`src/scd_pkg.sv`:
```
// package for the streaming chunk deframer: chunk type codes, result kinds,
// parser phases and the result word struct; no dependencies
`timescale 1ns / 1ps
`default_nettype none

package scd_pkg;

    localparam logic [15:0] TYPE_HEADER = 16'h4824;
    localparam logic [15:0] TYPE_DATA   = 16'h4424;
    localparam logic [15:0] TYPE_EOS    = 16'h4524;
    localparam logic [15:0] TYPE_CHANGE = 16'h4324;

    // extra header bytes after type and size
    localparam logic [3:0]  FULL_EXTRA  = 4'd8;
    localparam logic [15:0] SIZE2_BIAS  = 16'd8;
    localparam logic [3:0]  FIXED_LEN   = 4'd4;

    // byte positions inside the chunk header, counted from the first type byte
    localparam logic [3:0]  POS_SIZE2_LO = 4'd10;
    localparam logic [3:0]  POS_SIZE2_HI = 4'd11;

    typedef enum logic [1:0] {
        PH_FIXED   = 2'd0,
        PH_EXTRA   = 2'd1,
        PH_PAYLOAD = 2'd2
    } t_phase;

    typedef enum logic [2:0] {
        KIND_HEADER = 3'd0,
        KIND_DATA   = 3'd1,
        KIND_EOS    = 3'd2,
        KIND_NEXT   = 3'd3,
        KIND_CHANGE = 3'd4,
        KIND_BAD    = 3'd5
    } t_kind;

    typedef struct packed {
        t_kind       kind;
        logic [7:0]  data_byte;
        logic        last;
        logic [15:0] pad_count;
        logic [31:0] chunk_sequence;
    } t_result;

endpackage

`default_nettype wire

```
`src/scd_in_reg.sv`:
```
// input register for the raw byte stream; holds one word while the parser waits
// depends on nothing but the clock and reset
`timescale 1ns / 1ps
`default_nettype none

module scd_in_reg (
    input  wire logic       i_clk,
    input  wire logic       i_rst_n,
    input  wire logic       i_valid,
    input  wire logic [7:0] i_rx_byte,
    output logic            o_stall,
    input  wire logic       i_take,
    output logic            o_full,
    output logic [7:0]      o_byte
);

    logic       r_full;
    logic       n_full;
    logic [7:0] r_byte;
    logic       w_accept;

    // the held word can leave in the same cycle a new one arrives
    assign o_stall  = r_full && !i_take;
    assign w_accept = i_valid && !o_stall;

    always_comb begin
        n_full = r_full;
        if (w_accept) begin
            n_full = 1'b1;
        end else if (i_take) begin
            n_full = 1'b0;
        end
    end

    always_ff @(posedge i_clk) begin
        if (!i_rst_n) begin
            r_full <= 1'b0;
        end else begin
            r_full <= n_full;
        end
    end

    always_ff @(posedge i_clk) begin
        if (w_accept) begin
            r_byte <= i_rx_byte;
        end
    end

    assign o_full = r_full;
    assign o_byte = r_byte;

endmodule

`default_nettype wire

```
`src/scd_parser.sv`:
```
// chunk header parser and payload counter; one byte per step
// depends on scd_pkg
`timescale 1ns / 1ps
`default_nettype none

module scd_parser
    import scd_pkg::*;
(
    input  wire logic        i_clk,
    input  wire logic        i_rst_n,
    input  wire logic        i_step,
    input  wire logic [7:0]  i_byte,
    input  wire logic [15:0] i_min_packet_size,
    output logic             o_res_valid,
    output t_result          o_res
);

    t_phase      r_phase,   n_phase;
    logic [3:0]  r_hidx,    n_hidx;
    logic [3:0]  r_ehl,     n_ehl;
    logic [15:0] r_type,    n_type;
    logic [7:0]  r_size_lo, n_size_lo;
    logic [31:0] r_seq,     n_seq;
    logic [15:0] r_ss,      n_ss;
    logic [15:0] r_left,    n_left;
    logic [15:0] r_total,   n_total;
    logic        r_halted,  n_halted;

    logic        w_done;
    logic [15:0] w_size;
    logic [3:0]  w_hi;
    logic [15:0] w_len;
    logic        w_is_hdr;

    always_comb begin
        n_phase   = r_phase;
        n_hidx    = r_hidx;
        n_ehl     = r_ehl;
        n_type    = r_type;
        n_size_lo = r_size_lo;
        n_seq     = r_seq;
        n_ss      = r_ss;
        n_left    = r_left;
        n_total   = r_total;
        n_halted  = r_halted;
        w_done    = 1'b0;
        w_size    = {i_byte, r_size_lo};
        w_hi      = r_hidx + 4'd1;
        w_len     = '0;
        w_is_hdr  = (r_type == TYPE_HEADER);
        o_res_valid          = 1'b0;
        o_res.kind           = KIND_HEADER;
        o_res.data_byte      = '0;
        o_res.last           = 1'b0;
        o_res.pad_count      = '0;
        o_res.chunk_sequence = '0;

        if (i_step && !r_halted) begin
            unique case (r_phase)
                PH_FIXED: begin
                    n_hidx = {2'b00, r_hidx[1:0]} + 4'd1;
                    unique case (r_hidx[1:0])
                        2'd0: n_type[7:0]  = i_byte;
                        2'd1: n_type[15:8] = i_byte;
                        2'd2: n_size_lo    = i_byte;
                        2'd3: begin
                            n_ehl = (w_size > {12'd0, FULL_EXTRA}) ? FULL_EXTRA
                                                                   : w_size[3:0];
                            if (n_ehl == 4'd0) begin
                                w_done = 1'b1;
                            end else begin
                                n_phase = PH_EXTRA;
                            end
                        end
                        default: ;
                    endcase
                end
                PH_EXTRA: begin
                    if (r_hidx[3:2] == 2'b01) begin
                        // sequence bytes, little endian
                        n_seq[{r_hidx[1:0], 3'b000} +: 8] = i_byte;
                    end else if (r_hidx == POS_SIZE2_LO) begin
                        n_ss[7:0] = i_byte;
                    end else if (r_hidx == POS_SIZE2_HI) begin
                        n_ss[15:8] = i_byte;
                    end
                    n_hidx = w_hi;
                    if (({1'b0, w_hi} >= ({1'b0, FIXED_LEN} + {1'b0, r_ehl}))
                            || (w_hi < FIXED_LEN)) begin
                        w_done = 1'b1;
                    end
                end
                default: begin
                    n_left = r_left - 16'd1;
                    o_res_valid     = 1'b1;
                    o_res.kind      = w_is_hdr ? KIND_HEADER : KIND_DATA;
                    o_res.data_byte = i_byte;
                    if (n_left == 16'd0) begin
                        o_res.last = 1'b1;
                        n_phase    = PH_FIXED;
                        n_hidx     = '0;
                        if (!w_is_hdr && (r_total < i_min_packet_size)) begin
                            o_res.pad_count = i_min_packet_size - r_total;
                        end
                    end
                end
            endcase

            if (w_done) begin
                n_phase = PH_FIXED;
                n_hidx  = '0;
                // short extra header counts as an empty payload
                if (n_ehl < FULL_EXTRA) begin
                    n_ss = SIZE2_BIAS;
                end
                if (n_type == TYPE_EOS) begin
                    o_res_valid = 1'b1;
                    o_res.last  = 1'b1;
                    if (n_seq == 32'd0) begin
                        o_res.kind = KIND_EOS;
                        n_halted   = 1'b1;
                    end else begin
                        o_res.kind = KIND_NEXT;
                    end
                end else if (n_type == TYPE_CHANGE) begin
                    o_res_valid = 1'b1;
                    o_res.last  = 1'b1;
                    o_res.kind  = KIND_CHANGE;
                end else if (n_type != TYPE_HEADER && n_type != TYPE_DATA) begin
                    o_res_valid = 1'b1;
                    o_res.last  = 1'b1;
                    o_res.kind  = KIND_BAD;
                    n_halted    = 1'b1;
                end else begin
                    w_len = (n_ss >= SIZE2_BIAS) ? (n_ss - SIZE2_BIAS) : 16'd0;
                    if (w_len != 16'd0) begin
                        n_phase = PH_PAYLOAD;
                        n_left  = w_len;
                        n_total = w_len;
                    end
                end
            end
        end

        o_res.chunk_sequence = n_seq;
    end

    always_ff @(posedge i_clk) begin
        if (!i_rst_n) begin
            r_phase   <= PH_FIXED;
            r_hidx    <= '0;
            r_ehl     <= '0;
            r_type    <= '0;
            r_size_lo <= '0;
            r_seq     <= '0;
            r_ss      <= '0;
            r_left    <= '0;
            r_total   <= '0;
            r_halted  <= 1'b0;
        end else begin
            r_phase   <= n_phase;
            r_hidx    <= n_hidx;
            r_ehl     <= n_ehl;
            r_type    <= n_type;
            r_size_lo <= n_size_lo;
            r_seq     <= n_seq;
            r_ss      <= n_ss;
            r_left    <= n_left;
            r_total   <= n_total;
            r_halted  <= n_halted;
        end
    end

endmodule

`default_nettype wire

```
`src/scd_out_reg.sv`:
```
// result register; holds one result word until the sink takes it
// depends on scd_pkg
`timescale 1ns / 1ps
`default_nettype none

module scd_out_reg
    import scd_pkg::*;
(
    input  wire logic    i_clk,
    input  wire logic    i_rst_n,
    input  wire logic    i_load,
    input  t_result      i_res,
    input  wire logic    i_stall,
    output logic         o_free,
    output logic         o_valid,
    output t_result      o_res
);

    logic    r_valid;
    logic    n_valid;
    t_result r_res;

    // free when empty or when the word held leaves this cycle
    assign o_free = !r_valid || !i_stall;

    always_comb begin
        n_valid = r_valid;
        if (i_load) begin
            n_valid = 1'b1;
        end else if (o_free) begin
            n_valid = 1'b0;
        end
    end

    always_ff @(posedge i_clk) begin
        if (!i_rst_n) begin
            r_valid <= 1'b0;
        end else begin
            r_valid <= n_valid;
        end
    end

    always_ff @(posedge i_clk) begin
        if (i_load) begin
            r_res <= i_res;
        end
    end

    assign o_valid = r_valid;
    assign o_res   = r_res;

endmodule

`default_nettype wire

```
`src/streaming_chunk_deframer_core.sv`:
```
// top level of the streaming chunk deframer: input register, parser, result register
// depends on scd_pkg, scd_in_reg, scd_parser, scd_out_reg
//
//   channel   direction  handshake           payload
//   input     in         i_valid / o_stall   i_rx_byte
//   result    out        o_valid / i_stall   o_kind o_data_byte o_last o_pad_count
//                                            o_chunk_sequence
//   config    in         i_cfg_wr_en         i_cfg_wr_data (min_packet_size)
//
// one word per cycle sustained unless the sink stalls; a byte waits in the input
// register until parsed, and its result, if any, appears on the cycle after parsing
// reset is synchronous and active low and clears the parser and both valid flags
// a stalled result holds the parser; the input register still takes one more word
// after end of stream with sequence zero or a bad chunk, words are taken and dropped
`timescale 1ns / 1ps
`default_nettype none

module streaming_chunk_deframer_core
    import scd_pkg::*;
(
    input  wire logic        i_clk,
    input  wire logic        i_rst_n,
    input  wire logic        i_valid,
    output logic             o_stall,
    input  wire logic [7:0]  i_rx_byte,
    output logic             o_valid,
    input  wire logic        i_stall,
    output logic [2:0]       o_kind,
    output logic [7:0]       o_data_byte,
    output logic             o_last,
    output logic [15:0]      o_pad_count,
    output logic [31:0]      o_chunk_sequence,
    input  wire logic        i_cfg_wr_en,
    input  wire logic [15:0] i_cfg_wr_data
);

    logic [15:0] r_min_packet_size;
    logic        w_full;
    logic [7:0]  w_byte;
    logic        w_free;
    logic        w_step;
    logic        w_res_valid;
    t_result     w_res;
    t_result     w_out;

    always_ff @(posedge i_clk) begin
        if (!i_rst_n) begin
            r_min_packet_size <= '0;
        end else if (i_cfg_wr_en) begin
            r_min_packet_size <= i_cfg_wr_data;
        end
    end

    assign w_step = w_full && w_free;

    scd_in_reg u_in (
        .i_clk     (i_clk),
        .i_rst_n   (i_rst_n),
        .i_valid   (i_valid),
        .i_rx_byte (i_rx_byte),
        .o_stall   (o_stall),
        .i_take    (w_step),
        .o_full    (w_full),
        .o_byte    (w_byte)
    );

    scd_parser u_parser (
        .i_clk             (i_clk),
        .i_rst_n           (i_rst_n),
        .i_step            (w_step),
        .i_byte            (w_byte),
        .i_min_packet_size (r_min_packet_size),
        .o_res_valid       (w_res_valid),
        .o_res             (w_res)
    );

    scd_out_reg u_out (
        .i_clk   (i_clk),
        .i_rst_n (i_rst_n),
        .i_load  (w_step && w_res_valid),
        .i_res   (w_res),
        .i_stall (i_stall),
        .o_free  (w_free),
        .o_valid (o_valid),
        .o_res   (w_out)
    );

    assign o_kind           = w_out.kind;
    assign o_data_byte      = w_out.data_byte;
    assign o_last           = w_out.last;
    assign o_pad_count      = w_out.pad_count;
    assign o_chunk_sequence = w_out.chunk_sequence;

endmodule

`default_nettype wire

```
`config.mk`:
```
export PLATFORM = sky130hd
export DESIGN_NAME = streaming_chunk_deframer_core
export DESIGN_NICKNAME = d
export VERILOG_FILES = /design/src/scd_pkg.sv /design/src/scd_in_reg.sv /design/src/scd_parser.sv /design/src/scd_out_reg.sv /design/src/streaming_chunk_deframer_core.sv
export SDC_FILE = /design/constraint.sdc
export NUM_CORES = 1
export LEC_CHECK = 0
export ABC_CLOCK_PERIOD_IN_PS = 10480
export BUFFER_PORTS_ARGS = -buffer_cell sky130_fd_sc_hd__buf_2
export CAP_MARGIN = 20
export CORE_MARGIN = 5
export CORE_UTILIZATION = 40
export DETAILED_ROUTE_END_ITERATION = 10
export SLEW_MARGIN = 20
export SYNTH_ARGS = -nofsm -noshare
export SYNTH_HDL_FRONTEND = slang
export SYNTH_SLANG_ARGS = --single-unit
```
`constraint.sdc`:
```
create_clock -name i_clk -period 10.48 [get_ports i_clk]
set_input_delay 2.096 -clock i_clk [delete_from_list [all_inputs] [get_ports i_clk]]
set_output_delay 2.096 -clock i_clk [all_outputs]
set_load 0.02 [all_outputs]
```
# [After elaboration in Yosys (flattened, before gate mapping)]
# Index checks and enable logic that the tools add are counted.
[totals] wordCells=164 register_bits=201 input_bits=29
[op_classes] n_eq_ne=17 reduce_logical=34 add_sub_neg=7 n_shift=2 bitwise_logic=6 magnitude_cmp=6 n_mux=73
[ops] op="16-bit two-way mux" n=16
[ops] op="32-bit two-way mux" n=4
[ops] op="16-bit by 15-bit == test with 1-bit output, second input constant" n=3
[ops] op="8-bit two-way mux" n=5
[ops] op="32-bit bitwise mux" n=1
[ops] op="32-bit logical NOT" n=1
[ops] op="16-bit by 15-bit inequality test with 1-bit output, second input constant" n=2
[ops] op="8-bit by 7-bit variable shift with 32-bit output, first input constant" n=1
[ops] op="8-bit by 7-bit indexed part select with 32-bit output" n=1
[ops] op="28-bit two-way mux" n=1
[ops] op="1-bit two-way mux" n=24
[ops] op="4-bit two-way mux" n=6
[ops] op="17-bit two-way mux" n=1
[ops] op="16-bit by 4-bit greater-or-equal comparator with 1-bit output, second input constant" n=1
[ops] op="16-bit by 4-bit > comparator with 1-bit output, second input constant" n=1
[ops] op="16-bit logical NOT" n=1
[ops] op="16-bit < comparator" n=1
[ops] op="2-bit two-way mux" n=8
[ops] op="16-bit nonzero test" n=1
[ops] op="16-bit by 1-bit subtractor with 16-bit output, second input constant" n=1
[ops] op="16-bit subtractor" n=1
[ops] op="16-bit by 4-bit subtractor with 16-bit output, second input constant" n=1
[ops] op="3-bit two-way mux" n=4
[ops] op="5-bit AND reduction" n=2
[ops] op="32 further kinds" n=57

# [Longest topological paths before layout]
[logic_depth] word_depth=17 ltp_mapped=14 mapped_depth_nobuf=11

# [By module]
# From an unflattened synthesis, not the netlist that was laid out.
[hier_totals] hier_cells=1155 hier_area_um2=10522.6
[by_module_without_submodules] mod="scd_parser" seq_area_each_um2=2302.2 area_each_um2=7770.0 cells_per_inst=1026 instances=1
[by_module_without_submodules] mod="scd_out_reg" seq_area_each_um2=1821.7 area_each_um2=1836.8 cells_per_inst=64 instances=1
[by_module_without_submodules] mod="streaming_chunk_deframer_core" seq_area_each_um2=320.3 area_each_um2=628.1 cells_per_inst=53 instances=1
[by_module_without_submodules] mod="scd_in_reg" seq_area_each_um2=260.2 area_each_um2=287.8 cells_per_inst=12 instances=1

# [Worst setup path after synthesis]
# Ideal clock, no wire load.
[synth_timing] path_type="input-to-reg" from="input port i_stall" to="register u_out.r_res (netlist bit u_out.o_res[0]) (enable)" arrival_ns=4.320 setup_ns=0.414 required_time_ns=10.066 stages=7 slack_ns=5.745 path_cell_list="nand2_1 and3b_1 clkbuf_1 clkbuf_1 nand3_1 and2_1 inv_1"
[synth_via] elab_chain_len=6
[synth_lines] element="start, declared" line="streaming_chunk_deframer_core.sv:27" text="input wire logic i_stall,"
[synth_lines] element="1-bit logical NOT (*)" line="scd_out_reg.sv:24" text="assign o_free = !r_valid || !i_stall;"
[synth_lines] element="1-bit logical OR (*)" line="scd_out_reg.sv:24"
[synth_lines] element="1-bit logical AND (*)" line="streaming_chunk_deframer_core.sv:54" text="assign w_step = w_full && w_free;"
[synth_lines] element="1-bit logical AND" line="scd_parser.sv:58" text="if (i_step && !r_halted) begin"
[synth_lines] element="1-bit two-way mux" line="scd_parser.sv:58"
[synth_lines] element="1-bit logical AND (*)" line="streaming_chunk_deframer_core.sv:80" text=".i_load (w_step && w_res_valid),"
[synth_lines] element="via u_out.i_load" line="scd_out_reg.sv:11" text="input wire logic i_load,"
[synth_lines] element="end signal, assigned" line="scd_out_reg.sv:45" text="r_res <= i_res;"
[synth_lines] element="end, declared" line="scd_out_reg.sv:21" text="t_result r_res;"
# The timed path passes the listed nets; every way through them passes the cells marked *.
# A chain may end at the register's enable or synchronous reset.

# [Worst setup path after layout]
[layout_timing] from="input port i_stall" to="output port o_stall"
[layout_via] elab_chain_len=5
[layout_lines] element="1-bit logical NOT" line="scd_out_reg.sv:24"
[layout_lines] element="1-bit logical OR" line="scd_out_reg.sv:24"
[layout_lines] element="1-bit logical AND" line="streaming_chunk_deframer_core.sv:54"
[layout_lines] element="1-bit logical NOT" line="scd_in_reg.sv:23" text="assign o_stall = r_full && !i_take;"
[layout_lines] element="1-bit logical AND" line="scd_in_reg.sv:23"
[layout_lines] element="end, declared" line="streaming_chunk_deframer_core.sv:24" text="output logic o_stall,"
# Every way passes these cells.

==> qor.csv <==
stage,metric,value,unit
run_status,outcome,"finished, final reports clean",
sta,max-slew headroom at the worst pin,36.4,%
synthesis,net count after synthesis,1223,
synthesis,average instance area after synthesis,8.80,um^2
worst_setup_path,worst setup path endpoint,o_stall,
worst_setup_path,data required time of the worst path,8380,ps
pwr,switching pwr,0.421,mW
synthesis,proportion of register bits with asynchronous set or reset after synthesis,0,%
route,drt wl/cell,17.1,um
hold_path,Worst Hold Path Cells,2,
worst_setup_path,cell count of the worst reg-to-reg path,8,
synthesis,dominant cell type by area after synthesis,sky130_fd_sc_hd__dfxtp_1,
clock_tree,CTS Buffer Depth,3,
route,vias after detailed routing,8593,
floorplanning,core area,25200,um^2
placement,placed cell areas,10900,um^2
clock_tree,clock tree from TritonCTS,yes,
final_layout,fraction of layout cells with a size suffix above 1,12.8,%
clock_tree,insertion delay of the later-clocked pin in the worst-skew pair,530,ps
synthesis,Synth cell types,77,
floorplanning,# rows,58,
clock_tree,root buffer cell,sky130_fd_sc_hd__clkbuf_16,
global_route,largest net degree at the start of global routing,61,
final_layout,number of nets in the layout,1280,
synthesis,Synth Register Bits,201,
worst_setup_path,top cell family by delay on the critical path,buffers and inverters,
floorplanning,initial cell density of the core,40.7,%
synthesis,number of warnings issued by yosys,0,
pwr,total leakage power,4.51,nW
sta,final count of hold timing violations,0,
route,number of DRC violations after detailed-routing iteration 0,653,
pwr,Total Power Consumption,1.74,mW
global_route,antenna violations before repair,0,
floorplanning,die width,170,um
worst_setup_path,delay of the slowest cell on the worst path,190,ps
route,number of remaining DRC errors,0,
placement,quantity of I/O buffers inserted on ports,90,
sta,total setup violations reported at the end of the flow,0,
clock_tree,# hold bufs at CTS,0,
sta,setup skew after layout,15.6,ps
flow_run,max-cap violation count,0,
final_layout,Finished Core Util,46.4,%
final_layout,"Cell Count, Final, Fillers Out",1568,
synthesis,count of mapped cells out of synthesis,1164,
global_route,wire length of the first global-routing pass,43600,um
placement,placed instance count,1526,
sta,total negative setup slack,0,ps
global_route,Total Routing Usage GR,18.3,%
floorplanning,height of the chip,170,um
worst_setup_path,total number of cells along the worst setup path,3,
synthesis,fraction of post-synthesis cell area in the top cell type by area,26.0,%
route,vias per inst,5.48,
worst_setup_path,critical path arrival,2560,ps
synthesis,count of flip-flops with a built-in enable after synthesis,68,
worst_setup_path,RR Endpoint,u_parser.r_total[9],
clock_tree,post-cts sizing count,0,
sta,maximum clock frequency,215,MHz
worst_setup_path,"critical path, cell by cell",buf_2 -> and3_1 -> buf_2,
sta,worst-margin pin slew,953,ps
sta,final-report max-slew violation count,0,
clock_tree,clock tree sinks,201,
final_layout,area added between synthesis and finish,14.1,%
pwr,sequential share of power,47.4,%
placement,Final GP Congestion,0.882,
worst_setup_path,start point of the critical path,i_stall,
floorplanning,overall die area,28900,um^2
final_layout,total of fill cells in the finished design,2417,
sta,Final Hold Slack,449,ps
worst_setup_path,largest fanout on the critical path,3,
worst_setup_path,cell repeated most along the worst path,sky130_fd_sc_hd__buf_2,
synthesis,portion of the post-synthesis area used by sequential elements,45.9,%
final_layout,Diodes inserted,0,
pwr,total power divided by cell area,149,nW/um^2
synthesis,Netlist Area Pre-Place,10200,um^2
worst_setup_path,type of the worst setup path,primary input to output port,
global_route,overflow left after global routing,0,
pwr,part of the total power dissipated in combinational logic,7.4,%
pwr,switching fraction of total power,24.2,%
worst_setup_path,r2r startpoint,u_in.o_byte[3],
clock_tree,setup fix buffers added after clock tree synthesis,0,
worst_setup_path,slowest cell on the critical path,sky130_fd_sc_hd__and3_1,
global_route,number of global-route vias before repair,8206,
worst_setup_path,"Buf+Inv Stages, Crit Path",2,
route,total wire length,26800,um
sta,Final min period,4660,ps
pwr,clock network fraction of design power,45.2,%
synthesis,most numerous cell types in the synthesized netlist,"sky130_fd_sc_hd__nand2_1 (170), sky130_fd_sc_hd__dfxtp_1 (133), sky130_fd_sc_hd__nor2_1 (109)",
route,number of search-and-repair iterations in the first detailed-routing pass,5,
hold_path,HP Class,flop to flop,
placement,DPL Wire Length,18300,um
final_layout,design area,11700,um^2
floorplanning,boundary pin count,91,
worst_setup_path,crit start category,primary input,
sta,unrepaired setup endpoints after global routing,false,
clock_tree,Num CTS Buffers,23,
worst_setup_path,register-to-register setup slack,5870,ps
synthesis,top area cells in the synthesized netlist,"sky130_fd_sc_hd__dfxtp_1 (26%), sky130_fd_sc_hd__edfxtp_1 (20%), sky130_fd_sc_hd__nand2_1 (6.2%), sky130_fd_sc_hd__mux2i_1 (4.1%), sky130_fd_sc_hd__nor2_1 (4.0%)",
route,count of antenna-violating nets left after detailed routing,0,
sta,part of the cycle the worst path needs,44.4,%
clock_tree,number of H-tree levels,1,
synthesis,Synth Flop Type,sky130_fd_sc_hd__dfxtp_1,
worst_setup_path,type of element capturing the critical path,output port,
pwr,Max IR drop VDD,93.5,uV
clock_tree,CTS clock-pin slew for the worst setup and hold paths,60,ps
sta,PnR worst setup slack,5820,ps
synthesis,most instantiated library cell after synthesis,sky130_fd_sc_hd__nand2_1,
placement,minimum setup slack after placement,5830,ps
pwr,internal power,1.32,mW
-- routing by layer --
metal | GRT usage, % | vias up | wire, um
met5 | 0 | - | 0
met4 | 5.21 | 0 | 762
met3 | 2.79 | 61 | 1690
met2 | 28.5 | 270 | 11500
met1 | 26.5 | 4007 | 12800
li1 | - | 4255 | -
-- flip-flops by register name (all words and copies together), names as in the netlist --
| register | flops |
|---|---|
| u_parser.r_left | 16 |
| u_parser.r_halted | 1 |
| u_parser.r_seq | 32 |
| u_parser.r_ss | 16 |
| u_parser.r_phase | 2 |
| u_parser.r_hidx | 4 |
| u_out.o_valid | 1 |
| u_parser.r_total | 16 |
| u_parser.r_ehl | 4 |
| r_min_packet_size | 16 |
| u_in.o_full | 1 |
| u_parser.r_size_lo | 8 |
| u_in.o_byte | 8 |
| u_parser.r_type | 16 |
| u_out.o_res | 60 |
-- kinds of logic (layout without fill, tap and decap cells) --
logic type	count (synthesis)	after routing	share of synthesized area, %
multiplexers	44	44	4.33
AO/OA/AOI/OAI	244	244	15.1
buffers and inverters	112	186	4.25
XOR/XNOR	23	23	1.97
flip-flops	201	201	45.9
adder cells (fa/ha/maj)	30	30	3.74
AND/OR/NAND/NOR	510	510	24.6
-- power by group through the flow --
stage | sequential, mW | combinational, mW | clock (mW)
floorplan | 0.832 | 0.0963 | 0
finish | 0.824 | 0.129 | 0.786
global placement | 0.840 | 0.127 | 0
CTS | 0.823 | 0.129 | 0.805
global route | 0.825 | 0.144 | 0.843
detailed placement | 0.840 | 0.128 | 0
-- final cells by class --
cell class	instances	area [um^2]	share of cell area, %
Timing Repair Buffer	104	556	4.76
Sequential cell	201	4700	40.3
Multi-Input combinational cell	851	5120	43.8
Inverter	40	150	1.29
Clock inverter	17	148	1.26
Tap cell	330	413	3.54
Clock buffer	25	593	5.08
-- layout by cell type, fill, tap and decap left out, types with 26 or more instances in the layout --
master,Yosys,routed
sky130_fd_sc_hd__nor3_1,37,37
sky130_fd_sc_hd__nor2_1,109,109
sky130_fd_sc_hd__buf_2,3,90
sky130_fd_sc_hd__and2_1,47,47
sky130_fd_sc_hd__ha_1,29,29
sky130_fd_sc_hd__inv_1,40,38
sky130_fd_sc_hd__edfxtp_1,68,68
sky130_fd_sc_hd__nand2_1,170,170
sky130_fd_sc_hd__a21oi_1,76,76
sky130_fd_sc_hd__nand3_1,26,26
sky130_fd_sc_hd__dfxtp_1,133,133
sky130_fd_sc_hd__o21ai_0,69,69
sky130_fd_sc_hd__mux2i_1,42,42
-- worst min-delay path by stage --
stage	startpoint	to
2_1_floorplan	u_parser.r_type[14]	u_parser.r_type[14]
3_3_place_gp	u_parser.r_total[7]	u_parser.r_total[7]
6_report	u_parser.r_total[7]	u_parser.r_total[7]
4_1_cts	u_parser.r_total[7]	u_parser.r_total[7]
3_5_place_dp	u_parser.r_total[7]	u_parser.r_total[7]
5_1_grt	u_parser.r_type[0]	u_parser.r_type[0]
-- worst reg2reg max path, stage by stage (launching register included) --
cell and delay [ps]:
sky130_fd_sc_hd__edfxtp_1 780, sky130_fd_sc_hd__or4_4 720, sky130_fd_sc_hd__or4_1 600, sky130_fd_sc_hd__a222oi_1 530, sky130_fd_sc_hd__a21oi_1 230, sky130_fd_sc_hd__nor4_4 520, sky130_fd_sc_hd__o31a_1 750, sky130_fd_sc_hd__o21ai_0 280
sky130_fd_sc_hd__a21oi_1 160
Power figures use the tool's default switching activity.
